<file path="src/rtl/mfr_pkg.sv">
`timescale 1ns / 1ps
// ----------------------------------------------------------------------------
// mfr_pkg
// Shared types and constants for the minmod face reconstruction pipeline.
// ----------------------------------------------------------------------------
package mfr_pkg;

  localparam int unsigned CfgIdxW = 1;
  localparam int unsigned DivSteps = 31;

  typedef enum logic [CfgIdxW-1:0] {
    CFG_TIME_STEP    = 1'b0,
    CFG_COURANT_MODE = 1'b1
  } cfg_idx_e;

  typedef struct packed {
    logic signed [31:0] value_next;
    logic signed [31:0] value_center;
    logic signed [31:0] value_prev;
    logic [31:0]        cell_width;
    logic [31:0]        signal_speed;
    logic signed [31:0] cell_velocity;
  } in_item_t;

  typedef struct packed {
    logic signed [31:0] left_face;
    logic signed [31:0] right_face;
    logic               saturated;
  } out_item_t;

  typedef struct packed {
    cfg_idx_e    index;
    logic [31:0] data;
  } cfg_item_t;

  typedef struct packed {
    logic signed [32:0] slope;
    logic signed [31:0] center;
    logic               use_c;
    logic               vneg;
  } side_t;

  typedef struct packed {
    logic [63:0] prod;
    logic [31:0] width;
    side_t       side;
  } div_in_t;

  typedef struct packed {
    logic        ovf;
    logic [30:0] quo;
    side_t       side;
  } div_out_t;

endpackage

</file>
<file path="src/rtl/mfr_front.sv">
`timescale 1ns / 1ps
// ----------------------------------------------------------------------------
// mfr_front
// Minmod slope, speed by time step product and factor selection.
// ----------------------------------------------------------------------------
module mfr_front import mfr_pkg::*; (
  input  logic     clk_i,
  input  logic     rst_ni,
  input  logic     en_i,
  input  logic     valid_i,
  input  in_item_t item_i,
  input  logic [31:0] time_step_i,
  input  logic     mode_i,
  output logic     valid_o,
  output div_in_t  data_o
);

  logic signed [32:0] dm, dp, slope;
  div_in_t data_d, data_q;
  logic valid_q;

  always_comb begin
    dm = 33'(item_i.value_center) - 33'(item_i.value_prev);
    dp = 33'(item_i.value_next) - 33'(item_i.value_center);
    if (dp > 0) begin
      slope = (dm < dp) ? dm : dp;
      if (slope < 0) slope = '0;
    end else begin
      slope = (dm > dp) ? dm : dp;
      if (slope > 0) slope = '0;
    end
    data_d.prod        = 64'(item_i.signal_speed) * 64'(time_step_i);
    data_d.width       = item_i.cell_width;
    data_d.side.slope  = slope;
    data_d.side.center = item_i.value_center;
    data_d.side.use_c  = mode_i && (item_i.cell_velocity != '0);
    data_d.side.vneg   = item_i.cell_velocity[31];
  end

  always_ff @(posedge clk_i or negedge rst_ni) begin
    if (!rst_ni) begin
      valid_q <= 1'b0;
    end else if (en_i) begin
      valid_q <= valid_i;
    end
  end

  always_ff @(posedge clk_i) begin
    if (en_i) begin
      data_q <= data_d;
    end
  end

  assign valid_o = valid_q;
  assign data_o  = data_q;

endmodule

</file>
<file path="config.mk">
export PLATFORM = sky130hd
export DESIGN_NAME = mfr_front
export DESIGN_NICKNAME = d
export VERILOG_FILES = /design/src/rtl/mfr_pkg.sv /design/src/rtl/mfr_front.sv
export SDC_FILE = /design/constraint.sdc
export NUM_CORES = 2
export LEC_CHECK = 0
export BUFFER_PORTS_ARGS = -buffer_cell sky130_fd_sc_hd__buf_2
export CAP_MARGIN = 10
export CORE_MARGIN = 2
export CORE_UTILIZATION = 55
export CTS_BUF_LIST = sky130_fd_sc_hd__clkbuf_8
export CTS_CLUSTER_DIAMETER = 100
export DETAILED_ROUTE_END_ITERATION = 8
export PLACE_DENSITY = 0.78
export SYNTH_ARGS = -nofsm -noshare
export SYNTH_HDL_FRONTEND = slang
export SYNTH_SLANG_ARGS = --single-unit
</file>
<file path="constraint.sdc">
create_clock -name clk_i -period 0.8 [get_ports clk_i]
set_input_delay 0.08 -clock clk_i [delete_from_list [all_inputs] [get_ports clk_i]]
set_output_delay 0.08 -clock clk_i [all_outputs]
set_load 0.02 [all_outputs]
</file>
## Word-level counts from Yosys, hierarchy flattened

Cells that the tools add are included.

- Flip-flop bits (word level): 164
- Output and inout port bits: 164
- Logic and storage cells: 22
- Bits of input ports: 229

- $mul: 1
- Mux-type cells: 5
- Reduce and logical (&&, ||, !) cells: 2
- Magnitude comparators: 5
- $add $sub $neg: 2

Operators by type and width:

| kind | count |
|---|---|
| $mux W33 | 5 |
| $gt A33 B1 Y1 const B | 2 |
| $sub A32 B32 Y33 | 2 |
| $mul A32 B32 Y64 | 1 |
| $gt A33 B33 Y1 | 1 |
| $lt A33 B1 Y1 const B | 1 |
| $lt A33 B33 Y1 | 1 |
| $reduce_bool A32 Y1 | 1 |
| $logic_and A1 B1 Y1 | 1 |

## Longest topological paths before layout

- Depth after elaboration: 6
- Depth in mapped cells: 29
- Gate-level depth less buffers: 27

## Least setup slack after synthesis

Ideal clock, no wire load.

- Kind: in2reg
- Start: input port time_step_i[8]
- End: register data_q, in the netlist data_o[156], data pin
- Path buffers: 1
- Data required time: 540 ps
- Setup slack: -6701 ps
- Data arrival time: 7242 ps
- Library setup time: 260 ps
- Stages: 25
- Cells stage by stage: clkbuf_1 > nand2_1 > fa_1 > fa_1 > fa_1 > fa_1 > inv_1 > fa_1 > fa_1 > fa_1 > inv_1 > fa_1 > inv_1 > ha_1 > nand4_1 > or4_1 > a211o_1 > a311oi_1 > o31ai_1 > o31ai_1 > a31o_2 > nand2_1 > a21oi_1 > a41oi_1 > xnor2_1

RTL lines:

| what | RTL line | text |
|---|---|---|
| start, declared | mfr_front.sv:12 | `input logic [31:0] time_step_i,` |
| end signal, assigned | mfr_front.sv:50 | `data_q <= data_d;` |
| end, declared | mfr_front.sv:19 | `div_in_t data_d, data_q;` |

==> impl_results.md <==
* Status: finished with violations
* Failing checks: negative hold slack, negative setup slack
* Clock Tree Buf Depth at 2
* Vias post-DR at between 30,000 and 40,000
* Critical Path Sink Type: flip-flop
* Wire length per cell at roughly 21 um
* Syn Nets at between 6,000 and 7,000
* Num rows at about 100
* Nets at a little over 7,000
* Sink count of the clock tree at between 150 and 200
* Rel. slew slack at 0.537
* Synth Flop Type: edfxtp_1
* Starting Density at 0.555
* Synth area leaders: fa_1 (41%), edfxtp_1 (11%), ha_1 (10%), and2_1 (8.8%), inv_1 (8.5%)
* Final-report max-slew violation count at 0
* Largest stage delay on the critical path at roughly 580 ps
* Core Area at 0.0787 mm2
* Most instantiated cells after synthesis: inv_1 (984), fa_1 (898), and2_1 (611)
* Multi-input gate area at roughly 0.037 mm2
* Post-route antenna net violation count at 0
* Worst-skew pair later-pin latency at around 570 ps
* Hold_ws at -72.5 ps
* Post-route setup slack at -6510 ps
* Iter 0 DRT Violations at 3,017
* Post-synth ARST share at 0.00610
* Root Buffer Master: clkbuf_8
* GRT overflow at 0
* CP Max Fanout at 10
* Vias in the first global route at between 40,000 and 50,000
* Sequential-to-total area share from yosys stat at 0.113
* Final WL at about 140,000 um
* Maximum number of pins on one net before global-route repair at 32
* RSZ-0062 raised after global routing: yes
* Mapped Avg Cell Area at around 9.4 um2
* # IOs at around 400
* Cell taking the most area after synthesis: fa_1
* First-pass GRT wire length at between 200,000 and 250,000 um
* H-tree levels at 4
* Max-cap violation count at 0
* Syn Inst Count at 4,659
* CP delay by family, top: adder cells
* Slew @ Worst Pin at between 600 and 700 ps
* Reg area at just under 0.005 mm2
* Area grow syn2layout at 31.7%
* FF+latch count, synth at 164
* Synthesized area at roughly 0.044 mm2
* Clock-pin slew on the worst setup and hold paths at ~110 ps
* Drt via density at 5.59
* Crit path buf inv count at 5
* TritonRoute pass-1 iters at 8
* Fillers at roughly 5,300
* Worst hold path class: primary input to flip-flop
* Die area at roughly 0.08 mm2
* Cell with the most instances after synthesis: inv_1
* Die H at between 200 and 300 um
* DRC at 0
* Top cell type's share of synthesized area at 0.412
* Post-synth cell types at 85
* Part of the cycle the worst path needs at 9.14
* CTS tree: done
* Setup-failing EPs final at ~270
* Clock Skew at 0 ps
* HPWL after detailed placement at 114,000 um
* Required @ worst endpoint at around 1100 ps
* Startpoint Class: primary input
* Die W at 286 um
* CTS Buf Count at 17
* Yosys warnings at 0
* CP Class: primary input to flip-flop
* EDFF count, synth at approximately 160
* Critical Path AT at 7650 ps
* Placer Congestion at 0.988
* Initial antenna violation count at 7
* Minimum clock period at 7310 ps
* Layout cells sized above 1 at 0.295
* Slowest CP cell: fa_1
* Maximum clock frequency at 0.137 GHz
* GRT Util Overall at 0.354
* Final hold vios at 1
* IO Port Bufs at between 300 and 400
[state kept, by name, summed over array words and instances, names as in the netlist]
register / flops
data_o: 163
valid_o: 1
[logic make-up (layout without fill, tap and decap cells)]
kind of cell             after synthesis  after routing  synth area share
XOR/XNOR                             104            104            0.0210
multiplexers                          14             14           0.00335
AND/OR/NAND/NOR                     1407           1407             0.167
adder cells (fa/ha/maj)             1258           1258             0.515
AO/OA/AOI/OAI                        490            490            0.0760
flip-flops                           164            164             0.113
other                                  0              7                 0
buffers and inverters               1222           2310             0.105
[final cells by class]
class                   count  share of cell area
clock buffers              17             0.00407
repair buffers           1294               0.179
diodes                      7            0.000305
multi-input cells        3273               0.640
flip-flops and latches    164              0.0856
clock inverters            15             0.00337
inverters                 984              0.0646
well taps                1050              0.0228
[layer usage]
metal	GRT usage	up-vias	routed length, um
met4	0.199	0	9350
met2	0.600	1976	69900
li1	-	16500	-
met1	0.414	19000	51200
met3	0.0849	516	14200
met5	0	-	0
[tightest hold or removal path: stages]
cell and delay (ps):
buf_2 90, nor4_2 30, nand4_1 60, o21a_1 120
[path summary, 6_finish.rpt]
path	startpoint	end	slack (ps)	cells past startpoint
max	time_step_i[17]	data_o[156]	-6510	26
min	item_i[10]	data_o[1]	-70	4
max reg2reg	valid_o	valid_o	20	1
min reg2reg	valid_o	valid_o	540	1
max in group asynchronous	rst_ni	valid_o	280	3
min in group asynchronous	rst_ni	valid_o	410	3
[stage by stage]
stage / util / instances / area [um2] / setup WS, ps / setup TNS (ps)
5_1_grt: 0.730 / 6802 / 57500 / -6600 / -534120
2_1_floorplan: - / 4659 / 45000 / -6390 / -430380
3_5_place_dp: 0.671 / 6622 / 52800 / -7380 / -538250
6_report: 0.730 / 6804 / 57500 / -6510 / -516300
3_3_place_gp: 0.671 / 6622 / 52800 / -7240 / -528370
4_1_cts: 0.718 / 6772 / 56600 / -6290 / -505640
[cell usage in the layout (no fill, tap or decap), types with 55 or more instances in the layout]
cell type and instances:
a21o_1 84, a21oi_1 94, and2_1 551, and2_4 60, buf_2 325, buf_4 717
buf_6 113, dlygate4sd3_1 71, edfxtp_1 163, fa_1 843, fa_2 55, ha_1 301
ha_4 56, inv_1 951, nand2_1 522, nor2_1 66
[what timing repair did]
action / in CTS / in global routing
hold buffers: 70 / 1
gates cloned: 10 / 2
resized for setup: 458 / 182
endpoints found under the setup margin: 260 / 261
endpoints found under the hold margin: 82 / 4
pin swaps: 156 / 108
buffers inserted: 58 / 31
Power is left out: the tool's default activity adds up to more than one toggle a clock period on the data nets, which glitch-free logic cannot reach.
